File: config.mk
export PLATFORM = sky130hd
export DESIGN_NAME = phtt_cell
export DESIGN_NICKNAME = d
export VERILOG_FILES = /design/src/rtl/phtt_pkg.sv /design/src/rtl/phtt_cell.sv
export SDC_FILE = /design/constraint.sdc
export NUM_CORES = 1
export LEC_CHECK = 0
export ABC_AREA = 1
export BUFFER_PORTS_ARGS = -buffer_cell sky130_fd_sc_hd__buf_2
export CAP_MARGIN = 15
export CORE_MARGIN = 2
export CORE_UTILIZATION = 37
export CTS_CLUSTER_DIAMETER = 100
export DETAILED_ROUTE_END_ITERATION = 8
export SYNTH_ARGS = -nofsm -noshare
export SYNTH_HDL_FRONTEND = slang
export SYNTH_SLANG_ARGS = --single-unit
File: constraint.sdc
create_clock -name clk -period 6.5 [get_ports clk]
set_clock_uncertainty 0.15 [all_clocks]
set_input_delay 0 -clock clk [delete_from_list [all_inputs] [get_ports clk]]
set_output_delay 0 -clock clk [all_outputs]
set_load 0.05 [all_outputs]
File: src/rtl/phtt_pkg.sv
// Shared types and constants for the per-host threshold trigger table.
// Used by phtt_cell and per_host_threshold_trigger_table_top; depends on nothing.
package phtt_pkg;

	localparam int TABLE_ENTRIES = 16;
	localparam int ACTION_BITS   = 8;
	// Only the low action bits are stored and compared, never more than the field has.
	localparam int ACT_W         = (ACTION_BITS < 8) ? ACTION_BITS : 8;
	localparam int CFG_IDX_W     = 2;
	localparam int CFG_DATA_W    = 32;

	typedef enum logic [2:0] {
		ST_COUNTED  = 3'd0,
		ST_FIRED    = 3'd1,
		ST_FIRED_BL = 3'd2,
		ST_ACTIVE   = 3'd3,
		ST_NO_HOST  = 3'd4,
		ST_FULL     = 3'd5
	} status_t;

	typedef enum logic [CFG_IDX_W-1:0] {
		CFG_THRESHOLD = 2'd0,
		CFG_WINDOW    = 2'd1,
		CFG_BL_EN     = 2'd2,
		CFG_MONITOR   = 2'd3
	} cfg_reg_t;

	typedef struct packed {
		logic [7:0]  action_id;
		logic [63:0] address_key;
		logic        host_present;
		logic        needs_host;
		logic [31:0] event_time;
		logic        action_active;
		logic        on_blocklist;
	} evt_t;

	typedef struct packed {
		logic [2:0]  status;
		logic [15:0] hit_count;
	} res_t;

	// Lookup context shared by all cells while one event walks the table.
	typedef struct packed {
		logic [ACT_W-1:0] act;
		logic [63:0]      addr;
		logic [31:0]      now;
		logic [31:0]      window;
		logic [15:0]      thr;
		logic             bl;
	} scan_ctx_t;

	// Probe handed from one cell to the next.
	typedef struct packed {
		logic        vld;
		logic        found;
		logic        free_found;
		logic        fired;
		logic [15:0] hits;
	} probe_t;

endpackage

File: src/rtl/phtt_cell.sv
// One table slot of the threshold trigger table: key, window start and hit count.
// Passes the lookup probe on to the next slot; depends on phtt_pkg.
module phtt_cell (
	input  logic                clk,
	input  logic                arst_n,
	input  phtt_pkg::scan_ctx_t ctx,
	input  phtt_pkg::probe_t    probe_in,
	input  logic                alloc,
	output phtt_pkg::probe_t    probe_out
);
	import phtt_pkg::*;

	logic             valid_q;
	logic             cand_q;
	logic [ACT_W-1:0] act_q;
	logic [63:0]      addr_q;
	logic [31:0]      start_q;
	logic [15:0]      hits_q;
	probe_t           probe_q;

	logic        match;
	logic        stale;
	logic        free_post;
	logic [15:0] hits_base;
	logic [15:0] hits_inc;
	logic        fire;
	probe_t      probe_next;

	assign match     = probe_in.vld && valid_q && !probe_in.found &&
	                   (act_q == ctx.act) && (addr_q == ctx.addr);
	assign stale     = (ctx.now - start_q) > ctx.window;
	assign hits_base = stale ? 16'd0 : hits_q;
	assign hits_inc  = (hits_base == 16'hFFFF) ? hits_base : hits_base + 16'd1;
	assign fire      = hits_inc >= ctx.thr;
	// Free once the trimming of this lookup is done; a matching slot is never free.
	assign free_post = !valid_q || (!match && stale);

	always_comb begin
		probe_next = probe_in;
		probe_next.free_found = probe_in.free_found | free_post;
		if (match) begin
			probe_next.found = 1'b1;
			if (ctx.bl) begin
				probe_next.hits = hits_q;
			end else begin
				probe_next.hits  = hits_inc;
				probe_next.fired = fire;
			end
		end
	end

	// The allocation at the end of a lookup never meets a probe in the row.
	always_ff @(posedge clk or negedge arst_n) begin
		if (!arst_n) begin
			valid_q <= 1'b0;
			cand_q  <= 1'b0;
			probe_q <= '0;
		end else begin
			probe_q <= probe_next;
			if (alloc && cand_q) begin
				valid_q <= 1'b1;
				cand_q  <= 1'b0;
			end else if (probe_in.vld) begin
				cand_q <= free_post && !probe_in.free_found;
				if (match) begin
					if (ctx.bl || fire)
						valid_q <= 1'b0;
				end else if (valid_q && stale) begin
					valid_q <= 1'b0;
				end
			end
		end
	end

	always_ff @(posedge clk) begin
		if (alloc && cand_q) begin
			act_q   <= ctx.act;
			addr_q  <= ctx.addr;
			start_q <= ctx.now;
			hits_q  <= 16'd1;
		end else if (match && !ctx.bl) begin
			hits_q <= hits_inc;
			if (stale)
				start_q <= ctx.now;
		end
	end

	assign probe_out = probe_q;

endmodule

==> summary.txt, run 1 <==
Route
  – Vias: between 8k and 9k
  – Drt via density: about 4.8
  – WL final: between 20 and 30 mm
  – DRC: 0
  – Pre-antenna DRT Iters: 5
  – Drt first-iter violations: between 500 and 600
  – WL per Instance: 15.1 um
  – Final ANT Viol Nets: 0

Flow run
  – Max Cap Viol: 0

Critical path
  – Slowest CP cell: edfxtp_1
  – Critical path fanouts, max: 4
  – CP endpoint kind: register
  – CP peak stage delay: roughly 340 ps
  – Most frequent CP cell: nand2_1
  – Startpoint types: register
  – Crit path kind: reg -> reg
  – Critical path required time: approximately 6700 ps
  – Worst Path Arrival: approximately 6300 ps

Yosys
  – Largest family of logic cells by synthesized area: simple AND/OR/NAND/NOR gates
  – Post-Synth XOR/XNOR Area: 7.15%
  – Synthesized area: roughly 10000 sq um
  – Avg Cell Area, Syn: around 8.6 sq um
  – Synthesized flop and latch total: 142
  – Synthesized-area fraction occupied by and/or/nand/nor cells: 24.0%
  – Multiplexer area fraction after synthesis: 0.102%
  – Synth warnings: 0
  – Synthesized instance count: 1,144
  – Adder-cell share of the synthesized area: 10.4%
  – Sequential fraction of the synthesis area: between 40% and 50%
  – Compound-cell area share of the yosys netlist: 8.70%
  – Yosys cell types: between 50 and 60
  – Syn nets: between 1k and 1.5k

Clock network
  – CTS tree: done
  – CTS HTree Levels: 4
  – Clock Pin Slew Worst Setup and Hold Paths: 80 ps
  – Skew-Pair Late Insertion Delay: between 400 and 500 ps
  – Root buffer cell: clkbuf_16
  – Clock tree sinks: roughly 140
  – Clock buffer depth: 2
  – CTS Buf Count: 17

Floorplanning
  – Core region area: between 20,000 and 30,000 sq um
  – Initial Util: approximately 38%
  – Die height: 167 um
  – Site Rows: 59
  – Die Footprint: between 20,000 and 30,000 sq um
  – Die W: between 150 and 200 um
  – Number of top-level pins: just under 200

Final layout
  – Final core utilization: between 50% and 60%
  – Fillers: between 2k and 2.5k
  – Fin area: 13,400 sq um
  – FF+latch area: between 3000 and 4000 sq um
  – Share of layout cells above drive strength 1: between 20 and 25%
  – Antenna cells: 0
  – Area taken by multi-input logic gates: roughly 5100 sq um
  – Fin nets: around 1.8k
  – Synth-to-layout area growth: 36.6%

Timing
  – Max Clock Freq: 0.163 GHz
  – Fin crit period: 6120 ps
  – Final hold vios: 0
  – Final hold slack: approximately 110 ps
  – RSZ-0062 raised after global routing: yes
  – Worst Tran Pin Value: about 940 ps
  – Final worst-path cycle share: between 90% and 100%
  – Slew headroom: 37.1%
  – Final setup viols: 0
  – Total negative slack: 0 ps
  – Pins over their slew limit: 0

GRT
  – Initial antenna violation count: 0
  – Vias in the first global route: slightly below 9k
  – GR Util All Layers: 20.1%
  – Largest net degree at the start of global routing: 53
  – First-pass GRT wire length: 44.7 mm
  – Total congestion overflow: 0

Place
  – Placed inst area: 11,200 sq um
  – Port Buffers: 195
  – Final RePlAce weighted congestion: roughly 0.86
  – Post-DP HPWL: 21.1 mm

Power and ir drop
  – Maximum vdd drop: between 100 and 150 uV
  – Pwr dens: between 200 and 250 nW/um^2
  – Pleak: 6.28 nW

Status
  – Status: completed

Min path
  – Worst min-delay path class: in -> reg
[report_power, final]
part	leakage (nW)	internal [mW]	switching, mW
clock network	0.281	0.518	0.469
registers	1.34	1.06	0.0244
logic	4.66	0.349	0.506
[final cells by class]
type                    count  share of cell area (%)
multi-input cells         781                    37.9
well taps                 335                    3.13
clock inverters            15                    1.22
inverters                 211                    5.95
flip-flops and latches    142                    29.8
repair buffers            351                    18.8
clock buffers              17                    3.18
[state kept, by name, summed over array words and instances, names as in the netlist]
name / cells
act_q: 8
addr_q: 64
hits_q: 16
cand_q: 1
start_q: 32
valid_q: 1
probe_out: 20
[critical path, delay by kind of cell (launching register included)]
family | cells | cell delay (ps)
adders and majority gates | 5 | 1250
and+or+nand+nor | 36 | 3330
xor gates and xnor gates | 1 | 150
buffers and inverters | 4 | 270
AOI/OAI and AO/OA | 5 | 550
DFF | 1 | 340
[timing repair]
item,4_1_cts,5_1_grt
buffers inserted,0,11
hold endpoints to repair,163,0
gates resized for setup,1,42
pin swaps,0,14
hold buffers,140,0
setup endpoints to repair,1,2
[kinds of logic after synthesis]
kind of cell,count (synthesis)
buf+inv,221
fa+ha+maj,81
simple gates,488
mux,1
flops,142
xor+xnor,80
compound gates,131
[per-stage QoR]
stage | instances | setup slack [ps] | total power [mW]
6_report | 1852 | 377 | 2.93
5_1_grt | 1852 | -144 | 3.11
4_1_cts | 1841 | 32.2 | 2.92
3_5_place_dp | 1669 | -5.00 | 1.86
3_3_place_gp | 1669 | 175 | 1.85
2_1_floorplan | 1144 | 273 | 1.63
[layer usage]
layer	track usage (%)	up-vias	wire [um]	part of all wire (%)
met2	34.4	264	13500	48
li1	-	4509	-	-
met1	26.4	4055	12600	45
met5	0	-	0	0
met4	5.55	0	463	1.7
met3	3.40	32	1430	5.1
[cells in the mapped netlist, drive strengths merged]
| cell | number | area share [%] |
|---|---|---|
| nor4 | 17 | 1.2 |
| or2 | 29 | 1.9 |
| dfxtp | 16 | 3.3 |
| a2111oi | 1 | 0.089 |
| a211oi | 1 | 0.077 |
| o211ai | 15 | 1.7 |
| o221ai | 1 | 0.089 |
| a22o | 1 | 0.089 |
| inv | 211 | 8.1 |
| o21a | 4 | 0.31 |
| a21boi | 3 | 0.23 |
| dfrtp | 22 | 5.6 |
| o31ai | 1 | 0.077 |
| nor2 | 80 | 3.4 |
| nand2 | 241 | 9.9 |
| xnor2 | 25 | 2.2 |
| nor3b | 1 | 0.077 |
| clkbuf | 4 | 0.17 |
| nand3b | 5 | 0.51 |
| o21bai | 2 | 0.15 |
| and2 | 3 | 0.19 |
| a221oi | 1 | 0.089 |
| nand3 | 56 | 3.1 |
| buf | 6 | 0.63 |
| a31oi | 5 | 0.32 |
| o21ai | 21 | 1.1 |
| a21o | 3 | 0.23 |
| a21oi | 71 | 4.0 |
| o2111ai | 1 | 0.089 |
| fa | 1 | 0.20 |
| nor3 | 20 | 1.1 |
| nand4 | 36 | 2.5 |
| xor2 | 55 | 4.9 |
| ha | 80 | 10 |
| mux2i | 1 | 0.10 |
| edfxtp | 104 | 32 |
[final timing paths]
path | slack, ps | from | end | cells after the start
min reg2reg | 330 | hits_q[14] | hits_q[14] | 2
max | 380 | start_q[0] | valid_q | 51
max in group asynchronous | 5590 | arst_n | cand_q | 4
min | 110 | probe_in[19] | probe_out[19] | 2
min in group asynchronous | 440 | arst_n | probe_out[9] | 4
max reg2reg | 380 | start_q[0] | valid_q | 51
[placed cells by master (no fill, tap or decap), drive strengths merged, types with 55 or more instances in the layout]
cell type and instances:
nand3 56, nand2 241, ha 80, nor2 80
buf 212, edfxtp 104, a21oi 71, dlygate4sd3 139
inv 220, xor2 55
No activity file was read; power rests on OpenSTA's default activity.
==> run 2, diff against run 1 <==
--- a/config.mk
+++ b/config.mk
@@ -5,13 +5,13 @@
 export SDC_FILE = /design/constraint.sdc
 export NUM_CORES = 1
 export LEC_CHECK = 0
-export ABC_AREA = 1
 export BUFFER_PORTS_ARGS = -buffer_cell sky130_fd_sc_hd__buf_2
 export CAP_MARGIN = 15
 export CORE_MARGIN = 2
 export CORE_UTILIZATION = 37
 export CTS_CLUSTER_DIAMETER = 100
 export DETAILED_ROUTE_END_ITERATION = 8
+export RECOVER_POWER = 50
 export SYNTH_ARGS = -nofsm -noshare
 export SYNTH_HDL_FRONTEND = slang
 export SYNTH_SLANG_ARGS = --single-unit
==> constraint.sdc (replaced) <==
create_clock -name clk -period 6.5 [get_ports clk]
set_clock_uncertainty 0.15 [all_clocks]
set_input_delay 0.325 -clock clk [delete_from_list [all_inputs] [get_ports clk]]
set_output_delay 0.325 -clock clk [all_outputs]
set_load 0.05 [all_outputs]
==> run 2 against run 1 <==
Effect of this change: the run now ends with setup timing left; global-route usage shrank 0.24 points; synthesized cell count decreased by 22%; setup slack worse by 510 ps; synthesized area decreased by 8.9%; non-clock buffer count is 49 higher; combinational power down 2.9%; first-iteration DRC count fell by 21%; hold slack got worse by 90 ps.
==> summary.txt, run 2 <==
Status
  – Status: complete, but fails checks
  – Failing checks: setup timing

Critical path
  – Slowest CP cell: a311oi_4
  – Top delay family on crit path: compound AO/OA/AOI/OAI gates
  – Startpoint types: register
  – Most frequent CP cell: a21oi_2
  – Critical path buffers and inverters: 3 (-1)
  – CP peak stage delay: 360 ps (+20 ps)
  – CP endpoint kind: register
  – Crit path kind: reg -> reg
  – Worst Path Arrival: 6780 ps (+450 ps)
  – Critical path fanouts, max: 4 (unchanged)
  – Critical path required time: 6650 ps (-60 ps)

Timing
  – Final hold vios: 0 (unchanged)
  – RSZ-0062 raised after global routing: yes
  – Max Clock Freq: 0.151 GHz (-7.7%)
  – Slew headroom: 9.27% (-28 points)
  – Final hold slack: 20.1 ps (-90.0 ps)
  – Worst Tran Pin Value: 1360 ps (+419 ps)
  – Final worst-path cycle share: 102% (+7.9 points)
  – Final setup viols: 2 (+2)
  – Total negative slack: -246 ps (-246 ps)
  – Pins over their slew limit: 0 (unchanged)
  – Fin worst setup slack: -137 ps (-514 ps)
  – Fin crit period: 6640 ps (+514 ps)

Route
  – WL final: 25.1 mm (-11%)
  – Vias: 7,958 (-10%)
  – Drt via density: 4.92 (+2.7%)
  – DRC: 0 (unchanged)
  – Final ANT Viol Nets: 0 (unchanged)
  – WL per Instance: 15.5 um (+2.4%)
  – Drt first-iter violations: 417 (-21%)
  – Pre-antenna DRT Iters: 5 (unchanged)

Yosys
  – Syn nets: 1,144 (-18%)
  – Predominant post-synthesis flop cell: edfxtp_1
  – Synthesized area: 8920 sq um (-8.9%)
  – Synth warnings: 0 (unchanged)
  – Sequential fraction of the synthesis area: 44.8% (+4.0 points)
  – Async S/R FF share, synth: 15.5% (unchanged)
  – Top cells by count, synth: edfxtp_1 (104), inv_1 (99), ha_1 (80)
  – Top cells by area, synth: edfxtp_1 (35%), ha_1 (11%), dfrtp_1 (6.2%)
  – Synthesized instance count: 887 (-22%)
  – Yosys cell types: 69 (+17%)
  – Area leader, netlist: edfxtp_1
  – Synthesized flop and latch total: 142 (unchanged)
  – Most frequent cell after synthesis: edfxtp_1
  – Avg Cell Area, Syn: 10.1 sq um (+17%)
  – Yosys top cell area share: 35.0% (+3.1 points)
  – Post-synth EDFFs: 104 (unchanged)

Flow run
  – Max Cap Viol: 0 (unchanged)

GRT
  – Largest net degree at the start of global routing: 84 (+58%)
  – First-pass GRT wire length: 40.7 mm (-9.1%)
  – GR Util All Layers: 19.9% (-0.24 points)
  – Total congestion overflow: 0 (unchanged)
  – Vias in the first global route: 8,329 (-6.7%)
  – Initial antenna violation count: 1 (+1)

Floorplanning
  – Site Rows: 56 (-5.1%)
  – Die height: 159 um (-4.5%)
  – Core region area: 23,500 sq um (-9.7%)
  – Number of top-level pins: 196 (unchanged)
  – Initial Util: 37.9% (+0.30 points)
  – Die Footprint: 25,400 sq um (-8.7%)
  – Die W: 159 um (-4.5%)

Min path
  – Worst min-delay path class: in -> reg

Place
  – Port Buffers: 195 (unchanged)
  – Post-DP HPWL: 18.0 mm (-15%)
  – DP Cell Count: 1,455 (-13%)
  – Placed inst area: 10,900 sq um (-2.1%)
  – Pre-CTS setup slack: -432 ps (-427 ps)
  – Final RePlAce weighted congestion: 0.861 (-0.14%)

Final layout
  – Final non-filler cell total: 1,619 (-13%)
  – Most frequent cells in the layout: dlygate4sd3_1 (119), clkbuf_1 (117), edfxtp_1 (104)
  – Fin nets: 1,543 (-12%)
  – Synth-to-layout area growth: 44.4%
  – Most common cell after layout, fill and taps aside: dlygate4sd3_1
  – Share of layout cells above drive strength 1: 20.2% (-4.0 points)
  – Max FFs per register: 64 (unchanged)
  – Top reg by flops: addr_q
  – Fin area: 12,900 sq um (-3.7%)

Power and ir drop
  – Maximum vdd drop: 157 uV (+7.1%)
  – Pwr dens: 228 nW/um^2 (+4.0%)
  – Pleak: 5.48 nW (-13%)

Clock network
  – CTS HTree Levels: 4 (unchanged)
  – Clock tree sinks: 142 (unchanged)
  – CTS Buf Count: 17 (unchanged)
  – Root buffer cell: clkbuf_16
  – Clock buffer depth: 2 (unchanged)
  – CTS tree: done
  – Skew-Pair Late Insertion Delay: 430 ps (about the same)
  – Clock Pin Slew Worst Setup and Hold Paths: 70 ps (about the same)
-- run 2: cell count changes after synthesis, sizes merged, moves of 14 or more --
cell,before,now
inv,211,99
nand3,56,23
nand4,36,17
xnor2,25,54
o21ai,21,47
nand2,241,57
or2,29,4
nor2,80,65
a21o,3,25
a21oi,71,57
-- run 2: power by group --
part           internal (mW)  leakage (nW)  switching [mW]  total (mW)
logic                  0.388          3.84           0.444       0.831
registers               1.06          1.34          0.0288        1.09
clock network          0.531         0.304           0.483        1.01
total                   1.98          5.48           0.955        2.94
-- run 2: kinds of logic (layout without fill, tap and decap cells) --
kind of cell,after synthesis,in the layout,synth area share (%)
compound gates,199,199,14.7
xor+xnor,108,108,10.6
fa+ha+maj,81,81,11.4
buf+inv,119,531,5.05
flops,142,142,44.8
mux,5,5,0.589
other cells,0,1,0
simple gates,233,233,12.8
-- run 2: area by class of cell --
type / count / area (sq um)
sequential: 142 / 3990
fill: 2158 / 10700
clock buffer: 17 / 425
antenna: 1 / 2.50
timing repair buffer: 400 / 2680
tap: 319 / 399
clock inverter: 15 / 204
inverter: 99 / 372
multi-input combinational: 626 / 4810
-- run 2: worst register-to-register path: cells and delay by family (launching register included) --
| family | cells | cell delay (ps) |
|---|---|---|
| xor+xnor | 2 | 210 |
| flops | 1 | 350 |
| simple gates | 15 | 1690 |
| compound gates | 14 | 2520 |
| buf+inv | 3 | 310 |
| fa+ha+maj | 5 | 1300 |
-- run 2: path summary, 6_finish.rpt --
| kind | slack (ps) | cells after the start | from | to |
|---|---|---|---|---|
| worst max-delay path | -140 | 39 | start_q[0] | valid_q |
| worst min-delay path | 20 | 2 | probe_in[4] | probe_out[4] |
| worst max register to register | -140 | 39 | start_q[0] | valid_q |
| worst min register to register | 360 | 2 | cand_q | cand_q |
| max in group asynchronous | 4800 | 2 | arst_n | probe_out[17] |
| min in group asynchronous | 580 | 2 | arst_n | probe_out[14] |
-- run 2: stage by stage --
| stage | utilization [%] | total power [mW] |
|---|---|---|
| floorplan | - | 1.61 |
| global placement | 46.4 | 1.84 |
| detailed placement | 46.4 | 1.85 |
| CTS | 54.8 | 2.96 |
| global route | 54.7 | 3.10 |
| finish | 54.7 | 2.94 |
-- run 2: metal layers --
| layer | wire, um | up-vias | GRT usage [%] |
|---|---|---|---|
| met5 | 0 | - | 0 |
| met1 | 11000 | 3720 | 24.5 |
| met2 | 12400 | 232 | 35.0 |
| met3 | 1180 | 43 | 3.86 |
| met4 | 511 | 0 | 6.69 |
| li1 | - | 3963 | - |
-- run 2: what timing repair did --
action	CTS	global route
pin swaps	17	9
gates resized for setup	20	17
buffers inserted	9	3
hold endpoints to repair	140	0
endpoints found under the setup margin	2	2
hold buffers	119	0
==> run 3, diff against run 2 <==
--- a/config.mk
+++ b/config.mk
@@ -12,6 +12,7 @@
 export CTS_CLUSTER_DIAMETER = 100
 export DETAILED_ROUTE_END_ITERATION = 8
 export RECOVER_POWER = 50
+export SKIP_CTS_REPAIR_TIMING = 1
 export SYNTH_ARGS = -nofsm -noshare
 export SYNTH_HDL_FRONTEND = slang
 export SYNTH_SLANG_ARGS = --single-unit
==> run 3 against run 2 <==
Effect of this change: the flow finishes with violations (hold timing, setup timing); highest routed layer is now met5; sequential cell count unchanged; critical path depth decreased by 3; sequential power about the same; combinational power decreased by 2%; total power decreased by 0.39%; first-iteration DRC count increased by 4.6%; hold slack got worse by 26 ps; final cell count decreased by 0.37%; routed wire length increased by 0.32%; setup slack got worse by 150 ps; utilization decreased by 0.14 points.
==> summary.txt, run 3 (synthesis gave the netlist of run 2 again) <==
Final layout
  – Synth-to-layout area growth: 44.0%
  – Fillers: 2,165 (+0.32%)
  – Most common cell after layout, fill and taps aside: dlygate4sd3_1
  – Most frequent cells in the layout: dlygate4sd3_1 (118), clkbuf_1 (115), edfxtp_1 (104)
  – Share of layout cells above drive strength 1: 20.2% (-0.061 points)
  – FF+latch area: 3990 sq um (unchanged)
  – Fin nets: 1,537 (-0.39%)
  – Max FFs per register: 64 (unchanged)
  – Top reg by flops: addr_q
  – Area taken by multi-input logic gates: 4830 sq um (+0.31%)

Place
  – Port Buffers: 195 (unchanged)
  – Final RePlAce weighted congestion: 0.861 (unchanged)
  – Pre-CTS setup slack: -432 ps (unchanged)
  – Post-DP HPWL: 18.0 mm (unchanged)

Critical path
  – Critical path buffers and inverters: 3 (unchanged)
  – CP endpoint kind: register
  – Critical path required time: 6710 ps (+60 ps)
  – Slowest CP cell: fa_2
  – Setup crit end: valid_q
  – Critical path fanouts, max: 5 (+1)
  – Top delay family on crit path: compound AO/OA/AOI/OAI gates
  – Startpoint types: register
  – Crit path kind: reg -> reg
  – Crit. Startpoint: start_q[0]
  – CP peak stage delay: 390 ps (+30 ps)
  – Critical Path Stages: 36 (-7.7%)
  – Path depth of the worst reg2reg path: 36 (-7.7%)
  – Reg-to-reg endpoint: valid_q
  – Worst Path Arrival: 6990 ps (+210 ps)
  – R2r setup slk: -280 ps (-150 ps)
  – Critical R2R Launch: start_q[0]

Power and ir drop
  – Pleak: 5.50 nW (+0.20%)
  – Maximum vdd drop: 158 uV (+0.69%)
  – Pwr dens: 228 nW/um^2 (-0.14%)
  – Pwr Total: 2.92 mW (-0.39%)

GRT
  – GR Util All Layers: 18.3% (-1.6 points)
  – Vias in the first global route: 7,463 (-10%)
  – Total congestion overflow: 0 (unchanged)
  – Largest net degree at the start of global routing: 84 (unchanged)
  – First-pass GRT wire length: 37.3 mm (-8.4%)
  – Initial antenna violation count: 2 (+1)

Timing
  – Fin crit period: 6780 ps (+145 ps)
  – RSZ-0062 raised after global routing: yes
  – Final worst-path cycle share: 104% (+2.2 points)
  – Worst Tran Pin Value: 1370 ps (+12.7 ps)
  – Final hold vios: 1 (+1)
  – Max Clock Freq: 0.147 GHz (-2.1%)
  – Pins over their slew limit: 0 (unchanged)
  – Final setup viols: 2 (unchanged)
  – Final hold slack: -5.90 ps (-26.0 ps)
  – Slew headroom: 8.42% (-0.84 points)
  – Fin worst setup slack: -282 ps (-145 ps)

Clock network
  – Clock tree sinks: 142 (unchanged)
  – Clock buffer depth: 2 (unchanged)
  – Root buffer cell: clkbuf_16
  – CTS tree: done
  – CTS HTree Levels: 4 (unchanged)
  – Skew-Pair Late Insertion Delay: 430 ps (about the same)
  – Clock Pin Slew Worst Setup and Hold Paths: 70 ps (about the same)
  – CTS Buf Count: 17 (unchanged)

Route
  – WL final: 25.2 mm (+0.32%)
  – Pre-antenna DRT Iters: 5 (unchanged)
  – Vias: 7,968 (+0.13%)
  – Final ANT Viol Nets: 0 (unchanged)
  – Drt via density: 4.94 (+0.50%)
  – DRC: 0 (unchanged)
  – WL per Instance: 15.6 um (+0.69%)
  – Drt first-iter violations: 436 (+4.6%)

Min path
  – Worst min-delay path class: in -> reg

Status
  – Status: complete, but fails checks
  – Failing checks: hold timing, setup timing

Floorplanning
  – Number of top-level pins: 196 (unchanged)
  – Initial Util: 37.9% (unchanged)
  – Die Footprint: 25,400 sq um (unchanged)
  – Die height: 159 um (unchanged)
  – Die W: 159 um (unchanged)
  – Core region area: 23,500 sq um (unchanged)
  – Site Rows: 56 (unchanged)

Flow run
  – Max Cap Viol: 0 (unchanged)
[run 3: cell count changes in the layout (fill, tap and decap cells not counted), sizes merged]
cell and delta:
buf -3, clkbuf -2, dlygate4sd3 -1
[run 3: layer usage]
metal  part of all wire [%]  GRT usage (%)  wire (um)  vias up
met5                  0.052              0         13        -
met4                    1.9           5.29        473        2
met3                    5.0           4.32       1260       43
met2                     50           31.1      12600      218
met1                     43           23.3      10900     3748
li1                       -              -          -     3957
[run 3: power by group]
group	total [mW]	switching, mW	internal (mW)
Sequential	1.09	0.0288	1.06
Combinational	0.816	0.441	0.375
Clock	1.02	0.487	0.531
Total	2.92	0.956	1.97
[run 3: layout make-up]
cell class,instances,share of cell area (%)
Clock inverter,15,1.59
Tap cell,319,3.11
Timing Repair Buffer,394,20.5
Inverter,99,2.89
Multi-Input combinational cell,626,37.6
Sequential cell,142,31.1
Clock buffer,17,3.31
Antenna cell,1,0.0195
[run 3: worst min path at each step]
stage / startpoint / to / slack [ps] / cells after the start
4_1_cts: arst_n / probe_out[14] / -260 / 1
6_report: probe_in[7] / probe_out[7] / -6 / 3
3_5_place_dp: arst_n / probe_out[14] / 210 / 1
5_1_grt: probe_in[7] / probe_out[7] / 8 / 3
2_1_floorplan: arst_n / cand_q / -120 / 0
3_3_place_gp: arst_n / probe_out[14] / 210 / 1
[run 3: worst min-delay path: stages]
cell	delay (ps)
buf_2	70
nand2_1	40
o21ai_1	90
[run 3: per-stage QoR]
step / setup TNS [ps] / instances / hold slack (ps) / utilization (%) / cell area [sq um]
5_1_grt: -1370 / 1613 / 7.77 / 54.6 / 12900
3_3_place_gp: -594 / 1455 / 207 / 46.4 / 10900
3_5_place_dp: -853 / 1455 / 210 / 46.4 / 10900
2_1_floorplan: -46.0 / 887 / -121 / - / 9120
6_report: -533 / 1613 / -5.90 / 54.6 / 12900
4_1_cts: -586 / 1487 / -256 / 49.1 / 11600
